--- config.mk ---
export PLATFORM = sky130hd
export DESIGN_NAME = bpu_row_ctrl
export DESIGN_NICKNAME = d
export VERILOG_FILES = /design/src/bpu_pkg.sv /design/src/bpu_row_ctrl.sv
export SDC_FILE = /design/constraint.sdc
export NUM_CORES = 1
export LEC_CHECK = 0
export BUFFER_PORTS_ARGS = -buffer_cell sky130_fd_sc_hd__buf_4
export CORE_MARGIN = 2
export CORE_UTILIZATION = 50
export DETAILED_ROUTE_END_ITERATION = 16
export HOLD_SLACK_MARGIN = 0.12
export PLACE_DENSITY = 0.69
export SLEW_MARGIN = 5
export SYNTH_ARGS = -nofsm -noshare
export SYNTH_HDL_FRONTEND = slang
export SYNTH_SLANG_ARGS = --single-unit
--- constraint.sdc ---
create_clock -name clk -period 7.7 [get_ports clk]
set_input_delay 0.77 -clock clk [delete_from_list [all_inputs] [get_ports clk]]
set_output_delay 0.77 -clock clk [all_outputs]
set_load 0.01 [all_outputs]
--- src/bpu_pkg.sv ---
`default_nettype none

package bpu_pkg;

    localparam int CFG_IDX_W     = 1;
    localparam int CFG_DATA_W    = 13;
    localparam int IMG_WIDTH_MAX = (1 << CFG_DATA_W) - 1;

    localparam logic [CFG_IDX_W-1:0] CFG_PIXEL_DEPTH = 1'b0;
    localparam logic [CFG_IDX_W-1:0] CFG_IMAGE_WIDTH = 1'b1;

    localparam logic REQ_ROW_BYTE  = 1'b0;
    localparam logic REQ_PAL_WRITE = 1'b1;

    typedef enum logic [1:0] {
        DEPTH_1B  = 2'd0,
        DEPTH_4B  = 2'd1,
        DEPTH_8B  = 2'd2,
        DEPTH_24B = 2'd3
    } depth_t;

    // 24-bit byte gathering: blue, green, red
    typedef enum logic [1:0] {
        PH_BLUE  = 2'd0,
        PH_GREEN = 2'd1,
        PH_RED   = 2'd2
    } phase_t;

    typedef struct packed {
        logic       req_type;
        logic [7:0] data_byte;
        logic [7:0] pal_index;
        logic [7:0] pal_red;
        logic [7:0] pal_green;
        logic [7:0] pal_blue;
    } in_item_t;

    typedef struct packed {
        logic [7:0] red;
        logic [7:0] green;
        logic [7:0] blue;
        logic       row_end;
        logic       last;
    } pixel_t;

    // what one row byte turns into
    typedef struct packed {
        logic [3:0]  count;
        logic        row_end_last;
        logic        direct;
        logic [23:0] rgb;
    } byte_plan_t;

    // one pixel entering the lookup stage
    typedef struct packed {
        logic        valid;
        logic [7:0]  idx;
        logic        last;
        logic        row_end;
        logic        direct;
        logic [23:0] rgb;
    } pix_issue_t;

    function automatic logic [7:0] index_of(depth_t d, logic [7:0] b);
        logic [7:0] r;
        case (d)
            DEPTH_1B: r = {7'b0, b[7]};
            DEPTH_4B: r = {4'b0, b[7:4]};
            default:  r = b;
        endcase
        return r;
    endfunction

    function automatic logic [7:0] shift_out(depth_t d, logic [7:0] b);
        logic [7:0] r;
        case (d)
            DEPTH_1B: r = {b[6:0], 1'b0};
            DEPTH_4B: r = {b[3:0], 4'b0};
            default:  r = b;
        endcase
        return r;
    endfunction

endpackage

`default_nettype wire

--- src/bpu_row_ctrl.sv ---
`default_nettype none

module bpu_row_ctrl #(
    parameter int MAX_WIDTH = 4096
) (
    input  logic                            clk,
    input  logic                            rst_n,
    input  logic                            cfg_we,
    input  logic [bpu_pkg::CFG_IDX_W-1:0]   cfg_idx,
    input  logic [bpu_pkg::CFG_DATA_W-1:0]  cfg_data,
    input  logic                            byte_en,
    input  logic [7:0]                      data_byte,
    output bpu_pkg::depth_t                 depth,
    output bpu_pkg::byte_plan_t             plan
);
    import bpu_pkg::*;

    localparam int EFF_MAX = (MAX_WIDTH < IMG_WIDTH_MAX) ? MAX_WIDTH : IMG_WIDTH_MAX;
    localparam int CW  = $clog2(EFF_MAX + 1);
    localparam int RBW = CW + 2;
    localparam int PW  = CW + 6;

    depth_t                depth_reg, depth_next;
    logic [CFG_DATA_W-1:0] width_reg, width_next;
    logic [CW-1:0]         col_reg, col_next;
    logic [RBW-1:0]        rbc_reg, rbc_next;
    phase_t                phase_reg, phase_next;
    logic [15:0]           held_reg, held_next;

    logic [CW-1:0] eff_w;
    logic [CW-1:0] rem;
    logic [CW-1:0] col_new;
    logic [PW-1:0] wx;
    logic [PW-1:0] prod;
    logic [PW-1:0] row_len;
    logic [PW-1:0] rbc_inc;
    logic          active;
    logic          row_done;
    logic [3:0]    pix_count;
    logic          pix_direct;

    always_comb
    begin
        if (width_reg == '0)
            eff_w = CW'(1);
        else if (32'(width_reg) > 32'(EFF_MAX))
            eff_w = CW'(EFF_MAX);
        else
            eff_w = CW'(width_reg);
    end

    assign wx = PW'(eff_w);

    always_comb
    begin
        case (depth_reg)
            DEPTH_1B: prod = wx;
            DEPTH_4B: prod = wx << 2;
            DEPTH_8B: prod = wx << 3;
            default:  prod = (wx << 4) + (wx << 3);
        endcase
    end

    // round up to whole 32-bit words, in bytes
    assign row_len  = ((prod + PW'(31)) >> 5) << 2;
    assign rbc_inc  = PW'(rbc_reg) + PW'(1);
    assign row_done = rbc_inc >= row_len;
    assign active   = col_reg < eff_w;
    assign rem      = eff_w - col_reg;

    always_comb
    begin
        pix_count  = 4'd0;
        pix_direct = 1'b0;
        if (active)
        begin
            case (depth_reg)
                DEPTH_1B: pix_count = (rem >= CW'(8)) ? 4'd8 : 4'(rem);
                DEPTH_4B: pix_count = (rem >= CW'(2)) ? 4'd2 : 4'(rem);
                DEPTH_8B: pix_count = 4'd1;
                default:
                begin
                    pix_count  = (phase_reg == PH_RED) ? 4'd1 : 4'd0;
                    pix_direct = 1'b1;
                end
            endcase
        end
    end

    assign col_new = col_reg + CW'(pix_count);

    always_comb
    begin
        plan              = '0;
        plan.count        = pix_count;
        plan.direct       = pix_direct;
        plan.rgb          = {data_byte, held_reg[7:0], held_reg[15:8]};
        plan.row_end_last = (col_new == eff_w);
    end

    always_comb
    begin
        depth_next = depth_reg;
        width_next = width_reg;
        col_next   = col_reg;
        rbc_next   = rbc_reg;
        phase_next = phase_reg;
        held_next  = held_reg;
        if (cfg_we)
        begin
            case (cfg_idx)
                CFG_PIXEL_DEPTH: depth_next = depth_t'(cfg_data[1:0]);
                CFG_IMAGE_WIDTH: width_next = cfg_data;
                default: ;
            endcase
            col_next   = '0;
            rbc_next   = '0;
            phase_next = PH_BLUE;
        end
        else if (byte_en)
        begin
            if (active && depth_reg == DEPTH_24B)
            begin
                case (phase_reg)
                    PH_BLUE:
                    begin
                        held_next[15:8] = data_byte;
                        phase_next      = PH_GREEN;
                    end
                    PH_GREEN:
                    begin
                        held_next[7:0] = data_byte;
                        phase_next     = PH_RED;
                    end
                    default: phase_next = PH_BLUE;
                endcase
            end
            col_next = col_new;
            rbc_next = rbc_inc[RBW-1:0];
            if (row_done)
            begin
                col_next   = '0;
                rbc_next   = '0;
                phase_next = PH_BLUE;
            end
        end
    end

    always_ff @(posedge clk or negedge rst_n)
    begin
        if (!rst_n)
        begin
            depth_reg <= DEPTH_8B;
            width_reg <= CFG_DATA_W'(1);
            col_reg   <= '0;
            rbc_reg   <= '0;
            phase_reg <= PH_BLUE;
            held_reg  <= '0;
        end
        else
        begin
            depth_reg <= depth_next;
            width_reg <= width_next;
            col_reg   <= col_next;
            rbc_reg   <= rbc_next;
            phase_reg <= phase_next;
            held_reg  <= held_next;
        end
    end

    assign depth = depth_reg;

endmodule

`default_nettype wire

==> results of run 1 <==
per-stage QoR:
stage          instances  setup WS, ps  utilization [%]  hold WS [ps]  total power [uW]
6_report             868         515.7            58.66         505.8              1625
5_1_grt              868        -6.303            58.66         512.1              1731
3_3_place_gp         852         927.3            55.57         489.8              1148
4_1_cts              868         210.0            58.50         507.8              1628
3_5_place_dp         852         569.1            55.57         494.6              1164
2_1_floorplan        675          1395                -         470.2             946.4
area by class of cell:
| type | instances | area (sq um) |
|---|---|---|
| multi-input cells | 552 | 4004 |
| clock buffers | 10 | 239.0 |
| flip-flops and latches | 61 | 1530 |
| clock inverters | 6 | 93.84 |
| well taps | 143 | 178.9 |
| inverters | 26 | 97.59 |
| fillers | 989 | 4701 |
| repair buffers | 70 | 525.5 |
worst max-delay path: cells and delay by family, from the launching register on:
| kind | cells | cell delay [ps] |
|---|---|---|
| flops | 1 | 520 |
| buf+inv | 2 | 270 |
| fa+ha+maj | 4 | 950 |
| compound gates | 9 | 1460 |
| mux | 1 | 210 |
| simple gates | 10 | 2660 |
cell families after synthesis:
family	share of synthesized area (%)
compound gates	20.82
mux	8.875
other cells	0.06472
xor+xnor	6.500
buf+inv	4.794
simple gates	22.95
fa+ha+maj	9.609
flops	26.39
power by group:
part	total (uW)	switching [uW]	internal, uW
registers	435	62.2	373
clock network	453	159	294
logic	737	395	342
per-layer routing:
layer | vias to the layer above | wire length [um]
li1 | 2553 | -
met5 | - | 0
met4 | 0 | 520
met1 | 2545 | 6887
met3 | 30 | 914
met2 | 158 | 7021
cell usage in the layout, fill, tap and decap left out, types with 22 or more instances in the layout:
| cell type | count |
|---|---|
| nor2b_1 | 22 |
| buf_4 | 70 |
| xnor2_1 | 29 |
| nor2_1 | 33 |
| a21oi_1 | 38 |
| ha_1 | 42 |
| o21ai_0 | 43 |
| mux2_2 | 27 |
| nand2_1 | 63 |
| dfrtp_1 | 58 |
| inv_1 | 25 |
| nand3_1 | 22 |
cells in the mapped netlist, drive strengths merged, types with 2 or more instances:
master,instances
nor2,35
a21o,14
nand4,6
nor3,16
a211o,3
dfstp,2
and2,8
buf,19
xor2,14
nor3b,5
xnor2,29
nand2,64
o41ai,2
nor2b,22
o31a,2
and2b,2
clkbuf,17
o21ai,50
a311oi,2
o31ai,10
o2bb2ai,3
or4,3
and3,15
o21a,5
a21oi,38
o2111ai,5
a211oi,6
nand3,23
or2,6
nand2b,13
a221oi,2
o211ai,4
a22oi,4
ha,42
mux2,35
o22ai,5
a2bb2oi,2
a31oi,7
o21bai,3
inv,26
nor4,11
mux2i,9
nand3b,8
dfrtp,59
worst max path at each step:
stage	startpoint	cells after the start	end	slack, ps
6_report	width_reg[1]$_DFFE_PN0P_	26	plan[25]	520
5_1_grt	width_reg[1]$_DFFE_PN0P_	26	plan[25]	-6
3_5_place_dp	width_reg[1]$_DFFE_PN0P_	27	plan[25]	570
3_3_place_gp	width_reg[1]$_DFFE_PN0P_	26	plan[25]	930
2_1_floorplan	width_reg[11]$_DFFE_PN0P_	26	plan[25]	1400
4_1_cts	width_reg[1]$_DFFE_PN0P_	27	plan[25]	210
==> flow_summary.json, run 1 <==
{
  "grt-busiest-layer": "met2",
  "syn_area_sq_mm": 0.005794,
  "ys_async_sr_fraction_pct": 100.0,
  "diodes": 0,
  "max_stage_delay_ps": 520,
  "overflow": 0,
  "drtIter0Drc": 408,
  "ys_types": 82,
  "synth-seq-cells": 61,
  "cap_violations": 0,
  "setup_tns_ps": 0,
  "min_path_type": "reg -> reg",
  "grt_pass1_vias": 5015,
  "clock_latency_ps": 340,
  "leakage_uw": 0.003039,
  "drt-total-wl_mm": 15.34,
  "dr_total_vias": 5286,
  "gr-usage-met3_pct": 5.770,
  "slew_violations": 0,
  "min_to": "held_reg[3]$_DFFE_PN0P_",
  "grt_start_max_net_pins": 62,
  "worstSetupPathType": "reg -> out",
  "syn_to_final_growth_pct": 15.09,
  "wl_per_cell_um": 17.68,
  "nets": 789,
  "path_max_fanout": 13,
  "worstPathRequired_ps": 6930,
  "place_congestion": 0.9084,
  "synth_area_leaders": "dfrtp_1, ha_1, mux2_2, xnor2_1, nand2_1",
  "cts_root_buffer": "clkbuf_16",
  "ioPinCount": 58,
  "worstSetupEndpointType": "output port",
  "grt_usage_pct": 25.00,
  "finClkSkew_ps": 8.525,
  "status": "completed",
  "synth_edf_count": 0,
  "hpwlAfterDp_mm": 11.35,
  "grt_use_met1_pct": 33.18,
  "synth_fp_nets": 744,
  "cts_buffers": 9,
  "cts.sinks": 61,
  "port_buffers": 57,
  "hold_viol": 0,
  "tritoncts": "done",
  "min_from": "held_reg[3]$_DFFE_PN0P_",
  "dieArea_sq_mm": 0.01247,
  "whs_path_depth": 1,
  "start_util_pct": 50.96,
  "rr_startpoint": "width_reg[12]$_DFFE_PN0P_",
  "syn_inst": 675,
  "htreeDepth": 3,
  "avgSynthCellArea_sq_um": 8.584,
  "dieHeight_um": 111.7,
  "reg2reg_slack_ps": 1380,
  "drive_gt1_share_pct": 20.97,
  "yosys.area.top_type": "dfrtp_1",
  "arrival_ps": 6410,
  "fin_area_sq_mm": 0.006669,
  "grt_pass1_wl_mm": 25.09,
  "post-cts-setup-buffers": 0,
  "fin_crit_sh_pct": 93.30,
  "setup_violations": 0,
  "postCtsHoldBufs": 0,
  "dieWidth_um": 111.7,
  "ir_drop_uv": 236.3,
  "timing.rr.end": "phase_reg[0]$_DFFE_PN0P_",
  "num_rows": 39,
  "detail_route.vias_per_cell": 6.090,
  "layout_min_cycle_time_ps": 7184,
  "ant_nets": 0,
  "crit_top_cell": "ha_1",
  "max-slew-margin-rel_pct": 23.94,
  "cpMaxStageDelayCell": "dfrtp_2",
  "ys_warn_count": 0,
  "power.density_mw_per_mm2": 243.7,
  "worst_pin_slew_ps": 1136,
  "reg2regPathDepth": 22,
  "cts_resized": 0,
  "ys.flop_type": "dfrtp_1",
  "synth_top_area_share_pct": 25.48,
  "fmax_mhz": 139.2,
  "drc_errors": 0,
  "ys_seq_area_share_pct": 26.39,
  "core_region_area_sq_mm": 0.01137,
  "use_met2_pct": 39.31,
  "antenna_found_initial": 0,
  "clockBufferDepth": 2,
  "place_area_sq_mm": 0.006319,
  "largest_reg_flops": 16,
  "drt_first_pass_iters": 7,
  "startpoint_type": "flop",
  "clk_pin_slew_worst_paths_ps": 60
}
(Power assumes the default switching activity.)
==> run 2, diff against run 1 <==
Settings changed: CELL_PAD_IN_SITES_DETAIL_PLACEMENT from default to 0, CELL_PAD_IN_SITES_GLOBAL_PLACEMENT from default to 1, CORE_UTILIZATION 50 to 46, PLACE_DENSITY 0.69 to default, PLACE_DENSITY_LB_ADDON from default to 0.1.
==> run 2 against run 1 <==
- critical path depth decreased by 4
- die area increased by 8.4%
- sequential cell count unchanged
- sequential share of layout area about the same
- combinational power increased by 1%
- non-clock buffer count increased by 2
- power decreased by 3.2%
- worst setup slack improved by 80 ps
- first-iteration DRC count decreased by 17%
- register-to-register slack improved by 130 ps
- clock skew decreased by 0.79 ps
- critical path type unchanged
- critical endpoint unchanged
- largest cell class unchanged
- largest power group unchanged
==> flow_summary.json, run 2 (synthesized netlist as in run 1, its figures left out) <==
{
  "syn_to_final_growth_pct": 15.12,
  "max_stage_delay_ps": 640,
  "status": "completed",
  "finClkSkew_ps": 7.740,
  "hpwlAfterDp_mm": 12.23,
  "rsz0062_at_grt": "no",
  "crit_end": "plan[25]",
  "clockBufferDepth": 2,
  "arrival_ps": 6330,
  "setup_tns_ps": 0,
  "dieWidth_um": 116.2,
  "worst_pin_slew_ps": 835.6,
  "drt_first_pass_iters": 5,
  "reg2regPathDepth": 25,
  "rr_startpoint": "width_reg[3]$_DFFE_PN0P_",
  "cts_root_buffer": "clkbuf_16",
  "start_util_pct": 47.64,
  "slew_violations": 0,
  "pre_cts_slack_ps": 777.9,
  "reg2reg_slack_ps": 1510,
  "crit_start": "width_reg[3]$_DFFE_PN0P_",
  "cap_violations": 0,
  "tritoncts": "done",
  "grt_pass1_vias": 4980,
  "htreeDepth": 3,
  "core_region_area_sq_mm": 0.01216,
  "clock_latency_ps": 340,
  "drtIter0Drc": 340,
  "path_max_fanout": 13,
  "cts_buffers": 9,
  "diodes": 0,
  "grt_start_max_net_pins": 62,
  "postLayoutSetupSlackWorst_ps": 596.0,
  "ioPinCount": 58,
  "drive_gt1_share_pct": 21.05,
  "port_buffers": 57,
  "power.density_mw_per_mm2": 235.9,
  "fmax_mhz": 140.8,
  "max-slew-margin-rel_pct": 44.18,
  "overflow": 0,
  "fin_cells": 895,
  "startpoint_type": "flop",
  "cts.sinks": 61,
  "grt_usage_pct": 25.84,
  "post-cts-setup-buffers": 0,
  "placed_cells": 879,
  "dieArea_sq_mm": 0.01351,
  "worstSetupEndpointType": "output port",
  "fin_crit_sh_pct": 92.26,
  "dr_total_vias": 5212,
  "layout_min_cycle_time_ps": 7104,
  "antenna_found_initial": 0,
  "drt-total-wl_mm": 16.43,
  "worstPathRequired_ps": 6930,
  "worstSetupPathType": "reg -> out",
  "setup_violations": 0,
  "cpMaxStageDelayCell": "nor2b_1",
  "ir_drop_uv": 151.6,
  "most-common-layout-cells": "buf_4, nand2_1, dfrtp_1",
  "drc_errors": 0,
  "wl_per_cell_um": 18.36,
  "ant_nets": 0,
  "detail_route.vias_per_cell": 5.823,
  "layout_commonest_cell": "buf_4",
  "cts_resized": 0,
  "hold_viol": 0,
  "num_rows": 40,
  "min_path_type": "reg -> reg",
  "crit_chain": "nor2b_1 > ha_1 > nor4bb_1 > o21ai_1 > o2111ai_2 > a31oi_1 > and2b_1 > and2_1 > or2_2 > nor4_1 > o2bb2ai_1 > fa_1 > a21o_1 > a21o_1 > and3_1 > xnor2_1 > nor2_1 > a21oi_1 > a21oi_1 > or4_1 > nor4_1 > buf_4",
  "largest_reg_flops": 16,
  "place_congestion": 0.9040,
  "timing.rr.end": "phase_reg[0]$_DFFE_PN0P_",
  "place_area_sq_mm": 0.006365,
  "grt_pass1_wl_mm": 26.79,
  "leakage_uw": 0.003021,
  "clk_pin_slew_worst_paths_ps": 60,
  "postCtsHoldBufs": 0,
  "fill_cells": 1161,
  "fin_area_sq_mm": 0.006670,
  "nets": 791,
  "dieHeight_um": 116.2
}
-- run 2: worst min path at each step --
stage	start	end	cells after the start
final	held_reg[1]$_DFFE_PN0P_	held_reg[1]$_DFFE_PN0P_	1
after floorplan	rst_n	col_reg[0]$_DFFE_PN0P_	0
after detailed placement	held_reg[3]$_DFFE_PN0P_	held_reg[3]$_DFFE_PN0P_	1
after global placement	held_reg[1]$_DFFE_PN0P_	held_reg[1]$_DFFE_PN0P_	1
after CTS	held_reg[7]$_DFFE_PN0P_	held_reg[7]$_DFFE_PN0P_	1
after global routing	held_reg[7]$_DFFE_PN0P_	held_reg[7]$_DFFE_PN0P_	1
-- run 2: where the power goes --
group,leakage (uW),total (uW),internal [uW],switching (uW)
Clock,0.000131,391,236,155
Combinational,0.00209,746,344,402
Sequential,0.000796,436,373,63.3
-- run 2: layer usage --
layer	vias to the layer above	track usage [%]	share of wire [%]
li1	2557	-	-
met5	-	0	0
met4	0	9.603	3.0
met2	132	41.05	45
met3	25	4.411	3.6
met1	2498	35.40	48
-- run 2: through the flow --
stage	hold WS, ps	power (uW)	util [%]
floorplan	470.2	946.4	-
global placement	488.7	1163	52.34
finish	509.7	1573	54.85
global route	522.6	1681	54.85
CTS	512.2	1572	54.70
detailed placement	494.5	1174	52.34
-- run 2: area by class of cell --
class / count / area (sq um) / share of cell area (%)
tap: 168 / 210.2 / 3.151
clock buffer: 12 / 256.5 / 3.845
inverter: 26 / 97.59 / 1.463
clock inverter: 4 / 31.28 / 0.4690
multi-input combinational: 552 / 4004 / 60.03
timing repair buffer: 72 / 540.5 / 8.104
sequential: 61 / 1530 / 22.94
-- run 2: worst max-delay path, delay by kind of cell, from the launching register on --
kind | cells | cell delay, ps
AO/OA/AOI/OAI | 8 | 1500
XOR/XNOR | 1 | 150
adder cells (fa/ha/maj) | 2 | 890
AND/OR/NAND/NOR | 10 | 2680
flip-flops | 1 | 590
buffers and inverters | 1 | 180
