==> config.mk <==
export PLATFORM = sky130hd
export DESIGN_NAME = bpu_pixel_seq
export DESIGN_NICKNAME = d
export VERILOG_FILES = /design/src/bpu_pkg.sv /design/src/bpu_pixel_seq.sv
export SDC_FILE = /design/constraint.sdc
export NUM_CORES = 1
export LEC_CHECK = 0
export ABC_AREA = 1
export BUFFER_PORTS_ARGS = -buffer_cell sky130_fd_sc_hd__buf_2
export CAP_MARGIN = 0
export CORE_UTILIZATION = 44
export DETAILED_ROUTE_END_ITERATION = 8
export PLACE_DENSITY = 0.87
export SYNTH_ARGS = -nofsm -noshare
export SYNTH_HDL_FRONTEND = slang
export SYNTH_SLANG_ARGS = --single-unit
export TNS_END_PERCENT = 1
==> constraint.sdc <==
create_clock -name clk -period 2.24 [get_ports clk]
set_input_delay 0.448 -clock clk [delete_from_list [all_inputs] [get_ports clk]]
set_output_delay 0.448 -clock clk [all_outputs]
set_load 0.005 [all_outputs]
==> src/bpu_pkg.sv <==
`default_nettype none

package bpu_pkg;

    localparam int CFG_IDX_W     = 1;
    localparam int CFG_DATA_W    = 13;
    localparam int IMG_WIDTH_MAX = (1 << CFG_DATA_W) - 1;

    localparam logic [CFG_IDX_W-1:0] CFG_PIXEL_DEPTH = 1'b0;
    localparam logic [CFG_IDX_W-1:0] CFG_IMAGE_WIDTH = 1'b1;

    localparam logic REQ_ROW_BYTE  = 1'b0;
    localparam logic REQ_PAL_WRITE = 1'b1;

    typedef enum logic [1:0] {
        DEPTH_1B  = 2'd0,
        DEPTH_4B  = 2'd1,
        DEPTH_8B  = 2'd2,
        DEPTH_24B = 2'd3
    } depth_t;

    // 24-bit byte gathering: blue, green, red
    typedef enum logic [1:0] {
        PH_BLUE  = 2'd0,
        PH_GREEN = 2'd1,
        PH_RED   = 2'd2
    } phase_t;

    typedef struct packed {
        logic       req_type;
        logic [7:0] data_byte;
        logic [7:0] pal_index;
        logic [7:0] pal_red;
        logic [7:0] pal_green;
        logic [7:0] pal_blue;
    } in_item_t;

    typedef struct packed {
        logic [7:0] red;
        logic [7:0] green;
        logic [7:0] blue;
        logic       row_end;
        logic       last;
    } pixel_t;

    // what one row byte turns into
    typedef struct packed {
        logic [3:0]  count;
        logic        row_end_last;
        logic        direct;
        logic [23:0] rgb;
    } byte_plan_t;

    // one pixel entering the lookup stage
    typedef struct packed {
        logic        valid;
        logic [7:0]  idx;
        logic        last;
        logic        row_end;
        logic        direct;
        logic [23:0] rgb;
    } pix_issue_t;

    function automatic logic [7:0] index_of(depth_t d, logic [7:0] b);
        logic [7:0] r;
        case (d)
            DEPTH_1B: r = {7'b0, b[7]};
            DEPTH_4B: r = {4'b0, b[7:4]};
            default:  r = b;
        endcase
        return r;
    endfunction

    function automatic logic [7:0] shift_out(depth_t d, logic [7:0] b);
        logic [7:0] r;
        case (d)
            DEPTH_1B: r = {b[6:0], 1'b0};
            DEPTH_4B: r = {b[3:0], 4'b0};
            default:  r = b;
        endcase
        return r;
    endfunction

endpackage

`default_nettype wire

==> src/bpu_pixel_seq.sv <==
`default_nettype none

module bpu_pixel_seq (
    input  logic                 clk,
    input  logic                 rst_n,
    input  logic                 start,
    input  logic                 advance,
    input  bpu_pkg::depth_t      depth,
    input  logic [7:0]           data_byte,
    input  bpu_pkg::byte_plan_t  plan,
    output bpu_pkg::pix_issue_t  issue,
    output logic                 busy
);
    import bpu_pkg::*;

    logic [3:0] cnt_reg, cnt_next;
    logic [7:0] byte_reg, byte_next;
    depth_t     depth_reg, depth_next;
    logic       rowend_reg, rowend_next;

    assign busy = (cnt_reg != 4'd0);

    // first pixel of a fresh byte goes out in the accept cycle
    always_comb
    begin
        issue       = '0;
        cnt_next    = cnt_reg;
        byte_next   = byte_reg;
        depth_next  = depth_reg;
        rowend_next = rowend_reg;
        if (busy)
        begin
            issue.valid   = 1'b1;
            issue.idx     = index_of(depth_reg, byte_reg);
            issue.last    = (cnt_reg == 4'd1);
            issue.row_end = (cnt_reg == 4'd1) && rowend_reg;
            if (advance)
            begin
                cnt_next  = cnt_reg - 4'd1;
                byte_next = shift_out(depth_reg, byte_reg);
            end
        end
        else if (start && plan.count != 4'd0)
        begin
            issue.valid   = 1'b1;
            issue.idx     = index_of(depth, data_byte);
            issue.last    = (plan.count == 4'd1);
            issue.row_end = (plan.count == 4'd1) && plan.row_end_last;
            issue.direct  = plan.direct;
            issue.rgb     = plan.rgb;
            cnt_next      = plan.count - 4'd1;
            byte_next     = shift_out(depth, data_byte);
            depth_next    = depth;
            rowend_next   = plan.row_end_last;
        end
    end

    always_ff @(posedge clk or negedge rst_n)
    begin
        if (!rst_n)
            cnt_reg <= 4'd0;
        else
            cnt_reg <= cnt_next;
    end

    always_ff @(posedge clk)
    begin
        byte_reg   <= byte_next;
        depth_reg  <= depth_next;
        rowend_reg <= rowend_next;
    end

endmodule

`default_nettype wire

==> flow_metrics.py, run 1 <==
metrics = {
    "synth": {
        "ys_top_cells_by_count": "nand2_1 (63), inv_1 (46), nor2_1 (29), o21ai_0 (20), nand3_1 (18)",
        "synth.distinct_cells": 25,
        "ys_ff_latch": 15,
        "synth-seq-area-share": 0.300,
        "ys.flop_type": "edfxtp_1",
        "yosysWarnings": 0,
        "synth_top_area_frac": 0.230,
        "netlist_area_um2": 1440,
        "async_flop_share": 0.267,
        "syn_inst": 226,
        "synth-edff-count": 11,
        "synth.net_count": 274,
        "yosys.area.top_type": "edfxtp_1",
        "yosysMostFrequentCell": "nand2_1",
        "syn_avg_cell_area_um2": 6.35,
        "synth_area_leaders": "edfxtp_1 (23%), nand2_1 (16%), inv_1 (12%), nor2_1 (7.6%), dfrtp_1 (7.0%)",
    },
    "timing": {
        "drv_slew": 0,
        "setup_violations": 0,
        "fmax_ghz": 0.476,
        "worst_slew_pin_slew_ns": 0.343,
        "max_slew_margin": 0.771,
        "fin_tns_setup_ns": 0,
        "fin_skew_ns": 0.000816,
        "finalCriticalPeriod_ns": 2.10,
        "grt_setup_unrepaired": "false",
        "period_share": 0.937,
        "final_hold_viol_count": 0,
        "holdWs_ns": 0.347,
    },
    "outcome": {
        "status": "finished, final reports clean",
    },
    "floorplanning": {
        "start_util": 0.466,
        "pin_count": 81,
        "placement_rows": 20,
        "dieArea_um2": 3490,
        "dieWidth_um": 59.1,
        "die_y_um": 59.1,
        "fp.coreArea_um2": 3080,
    },
    "global_routing": {
        "grt_pass1_wl_mm": 5.64,
        "antenna_found_initial": 0,
        "grt_pass1_vias": 1361,
        "grt_max_degree": 32,
        "grt.total_usage": 0.215,
        "grt_overflow_total": 0,
    },
    "clocking": {
        "root_buffer": "clkbuf_4",
        "cts-htree-levels": 1,
        "clk_pin_slew_ns": 0.09,
        "cts.sinks": 15,
        "clk_latency_ns": 0.29,
        "cts_buffer_depth": 2,
        "numCtsBuffers": 3,
        "cts_tree": "built",
    },
    "layout": {
        "final_nets": 358,
        "largest_reg_flops": 8,
        "drive_gt1_frac": 0.324,
        "n_antenna_cell": 0,
        "nFillCells": 300,
        "fin_cells": 353,
        "syn2layout_area_growth_pct": 34.8,
    },
    "critical_path": {
        "crit_required_ns": 1.79,
        "crit_type": "reg2out",
        "arrival_ns": 1.65,
        "worstSetupEndpointType": "output port",
        "critical_path_peak_fanout": 20,
        "crit_path_start_kind": "flip-flop",
    },
    "routing": {
        "dr.pass1.iters": 4,
        "totalWireLength_mm": 3.79,
        "drt-initial-drc-count": 76,
        "wl_met2_mm": 1.84,
        "drcViolationCount": 0,
        "vias": 1713,
        "wl_met1_mm": 1.54,
        "dr_wl_met3_um": 339,
        "wl_per_cell_um": 10.7,
        "ant_nets": 0,
        "via_per_inst": 4.85,
        "top_layer_used": "met4",
    },
    "place": {
        "gp_congestion": 0.834,
        "port_buffers": 80,
        "dp.final_hpwl_mm": 3.06,
        "dp.cells": 346,
    },
    "power": {
        "peakVddDrop_v": 0.000452,
        "p_leak_uw": 0.00118,
        "power.density_nw_per_um2": 896,
    },
    "hold_path": {
        "min-delay-path-class": "in2reg",
    },
    "run": {
        "drv_cap": 0,
    },
}
## cell families (layout without fill, tap and decap cells)
group / after synthesis / in the layout / synth area share
fa+ha+maj: 4 / 4 / 0.0349
compound gates: 33 / 33 / 0.129
flops: 15 / 15 / 0.300
simple gates: 116 / 116 / 0.345
xor+xnor: 2 / 2 / 0.0122
buf+inv: 56 / 139 / 0.179
## routing by layer
layer,track usage,vias to the layer above
met1,0.241,724
met2,0.414,110
met4,0.0884,0
met3,0.0175,9
li1,-,870
met5,0,-
## path summary, 6_finish.rpt
path / startpoint / end / slack, ns / cells after the start
hold reg to reg: cnt_reg[3] / cnt_reg[3] / 0.63 / 2
setup reg to reg: cnt_reg[1] / byte_reg[3] / 0.39 / 7
hold / removal: plan[25] / rowend_reg / 0.35 / 1
setup / recovery: cnt_reg[1] / issue[34] / 0.14 / 7
max in group asynchronous: rst_n / cnt_reg[2] / 1.65 / 2
min in group asynchronous: rst_n / cnt_reg[0] / 0.48 / 2
## per-stage QoR
stage / power [µW] / setup slack (ns) / utilization / cell area [µm²]
finish: 1730 / 0.141 / 0.628 / 1930
global route: 1900 / 0.00992 / 0.628 / 1930
CTS: 1670 / 0.0199 / 0.620 / 1910
detailed placement: 1490 / 0.172 / 0.604 / 1860
global placement: 1470 / 0.211 / 0.604 / 1860
floorplan: 1200 / 0.296 / - / 1440
## critical path, stage by stage, from the launching register on
cell     delay, ns
dfrtp_1       0.41
inv_2         0.07
ha_4          0.17
nand2_4       0.12
buf_4         0.25
nand3_1       0.08
o21ai_0       0.10
buf_2         0.15
## cell type report
| cell class | instances | area [µm²] | area share |
|---|---|---|---|
| tap | 44 | 55.1 | 0.0285 |
| timing repair buffer | 87 | 468 | 0.242 |
| sequential | 15 | 430 | 0.223 |
| inverter | 48 | 188 | 0.0970 |
| clock inverter | 1 | 5.00 | 0.00259 |
| clock buffer | 3 | 22.5 | 0.0116 |
| multi-input combinational | 155 | 766 | 0.396 |
## placed cells by master, fill, tap and decap left out, types with 4 or more instances in the layout
cell type	count
inv_1	44
buf_4	5
o22ai_1	4
buf_2	80
o21ai_0	20
nor2_1	29
nand2_1	63
nand3_1	18
edfxtp_1	11
dfrtp_1	4
## what timing repair did
action | 4_1_cts | 5_1_grt
hold buffers | 1 | 0
endpoints found under the setup margin | 25 | 30
setup buffers | 1 | 1
hold endpoints to repair | 4 | 0
resized for setup | 1 | 6
## report_power, final
part           internal, µW  switching [µW]  total (µW)  leakage, µW
Combinational           443             605        1050      0.00101
Sequential              437            87.2         524     0.000153
Clock                  66.5            93.5         160    0.0000177
Total                   946             786        1730      0.00118
No activity file was read; power rests on OpenSTA's default activity.
==> run 2, diff against run 1 <==
Settings changed: CELL_PAD_IN_SITES_DETAIL_PLACEMENT set to 2, CELL_PAD_IN_SITES_GLOBAL_PLACEMENT set to 2, CORE_UTILIZATION 44 to 21, PLACE_DENSITY 0.87 to 0.86.
==> run 2 against run 1 <==
The run now ends with DRC left. Critical path depth grew 1. Fmax shrank 2.1%. Combinational power grew 6%. Global-route usage shrank 6.1 points. Die area grew 110%. Flip-flop and latch count is the same. Worst setup slack lost 0.045 ns. Non-clock buffer count shrank 1. Clock skew is essentially flat. Critical endpoint is now issue[3]. Largest cell class unchanged. Highest routed layer unchanged.
==> flow_metrics.py, run 2 (same netlist as run 1, synthesis figures left out) <==
metrics = {
    "layout": {
        "syn2layout_area_growth_pct": 38.5,
        "final_nets": 357,
        "final_common_cell": "buf_2",
        "largest_reg_flops": 8,
        "final_cell_mix": "buf_2 (80), nand2_1 (62), inv_1 (44), nor2_1 (29), o21ai_0 (20)",
        "n_antenna_cell": 0,
        "final_cell_area_um2": 1990,
        "drive_gt1_frac": 0.321,
    },
    "timing": {
        "max_slew_margin": 0.762,
        "grt_setup_unrepaired": "true",
        "finalCriticalPeriod_ns": 2.14,
        "period_share": 0.957,
        "final_hold_viol_count": 0,
        "setup_ws_ns": 0.0956,
        "fmax_ghz": 0.466,
        "worst_slew_pin_slew_ns": 0.357,
        "drv_slew": 0,
        "fin_skew_ns": 0.00110,
        "setup_violations": 0,
    },
    "place": {
        "dp.final_hpwl_mm": 4.40,
        "place_area_um2": 1900,
        "post-place-ws_ns": 0.0858,
        "port_buffers": 80,
        "gp_congestion": 0.767,
    },
    "clocking": {
        "cts.sinks": 15,
        "cts-htree-levels": 1,
        "numCtsBuffers": 3,
        "clk_pin_slew_ns": 0.06,
        "cts_tree": "built",
        "cts_buffer_depth": 2,
        "root_buffer": "clkbuf_8",
        "clk_latency_ns": 0.26,
    },
    "floorplanning": {
        "die_y_um": 84.7,
        "placement_rows": 29,
        "pin_count": 81,
        "start_util": 0.222,
        "dieWidth_um": 84.7,
        "dieArea_um2": 7170,
        "fp.coreArea_um2": 6460,
    },
    "run": {
        "drv_cap": 0,
    },
    "critical_path": {
        "cpMaxStageDelayCell": "dfrtp_1",
        "worstSetupEndpointType": "output port",
        "worstSetupStartpoint": "cnt_reg[0]",
        "rr_worst_depth": 7,
        "crit_cells": 8,
        "path_cells": "inv_2 > ha_4 > nand2_4 > inv_8 > nand3_4 > buf_12 > nor2_1 > buf_2",
        "crit_type": "reg2out",
        "critPathMaxStageDelay_ns": 0.42,
        "critPathTopFamily": "buffers and inverters",
        "timing.rr.start": "cnt_reg[1]",
        "r2r-end": "byte_reg[0]",
        "crit_path_start_kind": "flip-flop",
        "crit_path_end": "issue[3]",
        "critPathBufInv": 4,
        "critical_path_peak_fanout": 25,
        "ff2ff_setup_slack_ns": 0.29,
        "crit_required_ns": 1.79,
        "arrival_ns": 1.70,
    },
    "power": {
        "p_seq_frac": 0.282,
        "p_leak_uw": 0.00118,
        "combPwrFrac": 0.593,
        "swShare": 0.465,
        "power.density_nw_per_um2": 939,
        "p_int_uw": 998,
        "peakVddDrop_v": 0.000341,
        "pwr-share-clk": 0.125,
        "power_switching_uw": 868,
    },
    "global_routing": {
        "grt.total_usage": 0.155,
        "antenna_found_initial": 0,
        "grt_overflow_total": 0,
        "grt_pass1_wl_mm": 8.94,
        "grt_pass1_vias": 1913,
        "grt_max_degree": 26,
    },
    "routing": {
        "vias": 1762,
        "drcViolationCount": 10,
        "via_per_inst": 4.58,
        "wl_per_cell_um": 14.0,
        "drt-initial-drc-count": 29,
        "ant_nets": 0,
        "dr.pass1.iters": 7,
        "totalWireLength_mm": 5.38,
    },
    "outcome": {
        "status": "finished with violations",
        "violations": "DRC",
    },
    "hold_path": {
        "min-delay-path-class": "in2reg",
    },
}
run 2: cell type report:
type	instances	area, µm²
timing repair buffer	86	460
inverter	48	188
fill	835	4470
clock buffer	4	45.0
multi-input combinational	155	768
sequential	15	430
tap	77	96.3
run 2: metrics by stage:
| stage | TNS (ns) | total power (µW) | hold WS, ns | utilization | cells |
|---|---|---|---|---|---|
| after global placement | 0 | 1510 | 0.262 | 0.294 | 379 |
| after CTS | 0 | 1870 | 0.374 | 0.307 | 385 |
| after floorplan | 0 | 1200 | 0.152 | - | 226 |
| final | 0 | 1870 | 0.381 | 0.308 | 385 |
| after detailed placement | 0 | 1570 | 0.263 | 0.294 | 379 |
| after global routing | -0.147 | 2030 | 0.384 | 0.308 | 385 |
run 2: worst min path at each step:
stage / slack [ns] / to / depth (start not counted) / from
after global routing: 0.38 / rowend_reg / 1 / plan[25]
after floorplan: 0.15 / cnt_reg[0] / 0 / rst_n
after detailed placement: 0.26 / cnt_reg[3] / 1 / rst_n
after CTS: 0.37 / rowend_reg / 1 / plan[25]
final: 0.38 / rowend_reg / 1 / plan[25]
after global placement: 0.26 / cnt_reg[2] / 1 / rst_n
run 2: per-layer routing:
layer | global-route usage | part of all wire
met1 | 0.178 | 0.42
met2 | 0.298 | 0.50
met5 | 0 | 0
met3 | 0.0206 | 0.060
met4 | 0.0416 | 0.012
run 2: power groups by stage:
stage               sequential [µW]  combinational (µW)  clock, µW
finish                          526                1110        233
global route                    538                1250        245
CTS                             519                1120        238
detailed placement              520                1050          0
global placement                513                 997          0
floorplan                       496                 701          0
run 2: what timing repair did:
action / in CTS / in global routing
setup buffers: 1 / 0
hold endpoints to repair: 4 / 0
gates resized for setup: 4 / 4
endpoints found under the setup margin: 24 / 29
hold buffers: 1 / 0
cloned: 0 / 0
pin swaps: 1 / 1
==> run 3, diff against run 2 <==
==> constraint.sdc (replaced) <==
create_clock -name clk -period 2.24 [get_ports clk]
set_input_delay 0.112 -clock clk [delete_from_list [all_inputs] [get_ports clk]]
set_output_delay 0.112 -clock clk [all_outputs]
set_load 0.005 [all_outputs]
==> run 3 against run 2 <==
The run still ends with DRC left. Critical endpoint is now issue[0]. Via count shrank 2.0%. Cell area shrank 2.5%. Sequential share of layout area increased by 0.56 points.
==> flow_metrics.py, run 3 (same netlist as run 1, synthesis figures left out) <==
metrics = {
    "clocking": {
        "clk_pin_slew_ns": 0.07,
        "cts_tree": "built",
        "cts.sinks": 15,
        "cts-htree-levels": 1,
        "clk_latency_ns": 0.26,
        "root_buffer": "clkbuf_8",
        "numCtsBuffers": 3,
        "post-cts-setup-buffers": 0,
        "cts_buffer_depth": 2,
    },
    "timing": {
        "finalCriticalPeriod_ns": 2.04,
        "fmax_ghz": 0.490,
        "final_hold_viol_count": 0,
        "fin_skew_ns": 0.00217,
        "max_slew_margin": 0.756,
        "holdWs_ns": 0.0424,
        "fin_tns_setup_ns": 0,
        "drv_slew": 0,
        "worst_slew_pin_slew_ns": 0.365,
        "period_share": 0.910,
        "grt_setup_unrepaired": "false",
        "setup_violations": 0,
    },
    "global_routing": {
        "grt.total_usage": 0.141,
        "antenna_found_initial": 0,
        "grt_pass1_wl_mm": 8.10,
        "grt_max_degree": 31,
        "grt_overflow_total": 0,
        "grt_pass1_vias": 1712,
    },
    "layout": {
        "final_common_cell": "buf_2",
        "nFillCells": 817,
        "largest_reg_flops": 8,
        "final_cell_area_um2": 1940,
        "final_nets": 355,
        "final_cell_mix": "buf_2 (80), nand2_1 (63), inv_1 (46), nor2_1 (29), o21ai_0 (20)",
        "n_antenna_cell": 0,
        "syn2layout_area_growth_pct": 35.0,
        "drive_gt1_frac": 0.310,
    },
    "floorplanning": {
        "dieWidth_um": 84.7,
        "pin_count": 81,
        "die_y_um": 84.7,
        "placement_rows": 29,
        "dieArea_um2": 7170,
        "start_util": 0.222,
        "fp.coreArea_um2": 6460,
    },
    "routing": {
        "wl_per_cell_um": 13.6,
        "totalWireLength_mm": 5.20,
        "dr_wl_met3_um": 379,
        "wl_met2_mm": 2.47,
        "drcViolationCount": 10,
        "ant_nets": 0,
        "vias": 1727,
        "dr.pass1.iters": 7,
        "wl_met1_mm": 2.32,
        "via_per_inst": 4.51,
        "top_layer_used": "met4",
        "drt-initial-drc-count": 39,
    },
    "critical_path": {
        "critical_path_peak_fanout": 30,
        "timing.rr.start": "cnt_reg[0]",
        "rr_worst_depth": 9,
        "worstSetupEndpointType": "output port",
        "crit_path_start_kind": "flip-flop",
        "crit_required_ns": 2.13,
        "arrival_ns": 1.93,
        "ff2ff_setup_slack_ns": 0.44,
        "r2r-end": "cnt_reg[3]",
        "worstSetupStartpoint": "cnt_reg[0]",
        "crit_type": "reg2out",
    },
    "place": {
        "gp_congestion": 0.799,
        "dp.final_hpwl_mm": 4.34,
        "place_area_um2": 1870,
        "port_buffers": 80,
    },
    "power": {
        "power.density_nw_per_um2": 922,
        "peakVddDrop_v": 0.000235,
        "p_leak_uw": 0.00116,
        "p_total_uw": 1790,
    },
    "hold_path": {
        "hold_path_end": "rowend_reg",
        "min_path_cells": 1,
        "min-delay-path-class": "in2reg",
        "min_from": "plan[25]",
    },
    "outcome": {
        "status": "finished with violations",
        "violations": "DRC",
    },
    "run": {
        "drv_cap": 0,
    },
}
[run 3: cell count changes in the layout (fill, tap and decap cells not counted), sizes merged]
cell and change:
buf -3, nand2 +1, clkbuf -1, clkinv +1
[run 3: final cells by class]
type | instances | area [µm²] | share of cell area
multi-input cells | 156 | 757 | 0.391
flip-flops and latches | 15 | 430 | 0.222
clock inverters | 1 | 5.00 | 0.00258
clock buffers | 3 | 41.3 | 0.0213
inverters | 48 | 183 | 0.0943
well taps | 77 | 96.3 | 0.0497
repair buffers | 83 | 425 | 0.219
[run 3: how the worst max path moves through the flow]
stage	cells past startpoint	slack [ns]	end
2_1_floorplan	5	0.30	byte_reg[0]
3_3_place_gp	9	0.38	cnt_reg[3]
3_5_place_dp	9	0.30	cnt_reg[2]
4_1_cts	8	0.11	issue[20]
5_1_grt	8	0.03	issue[0]
6_report	8	0.20	issue[0]
[run 3: metrics by stage]
stage / setup slack (ns) / util / std cells
after floorplan: 0.296 / - / 226
after global placement: 0.382 / 0.290 / 377
after detailed placement: 0.296 / 0.290 / 377
after CTS: 0.114 / 0.299 / 382
after global routing: 0.0338 / 0.300 / 383
final: 0.201 / 0.300 / 383
[run 3: power by group]
| group | internal [µW] | total, µW | switching, µW | leakage, µW |
|---|---|---|---|---|
| clock | 124 | 235 | 112 | 0.0000255 |
| sequential | 438 | 522 | 83.6 | 0.000153 |
| combinational | 382 | 1030 | 649 | 0.000980 |
| total | 943 | 1790 | 844 | 0.00116 |
[run 3: worst max-delay path: stages, from the launching register on]
cell and delay [ns]:
dfrtp_1 0.41, inv_1 0.09, ha_2 0.26, nand2_4 0.15, inv_4 0.16, nand3_4 0.10, buf_4 0.24, nor2_1 0.12
buf_2 0.13
[run 3: what timing repair did]
action / 4_1_cts / 5_1_grt
resized for setup: 0 / 1
hold endpoints to repair: 4 / 0
hold buffers: 1 / 0
endpoints found under the setup margin: 0 / 21
[run 3: metal layers]
metal	up-vias	GRT usage
li1	861	-
met1	793	0.181
met2	69	0.248
met3	4	0.0216
met4	0	0.0324
met5	-	0
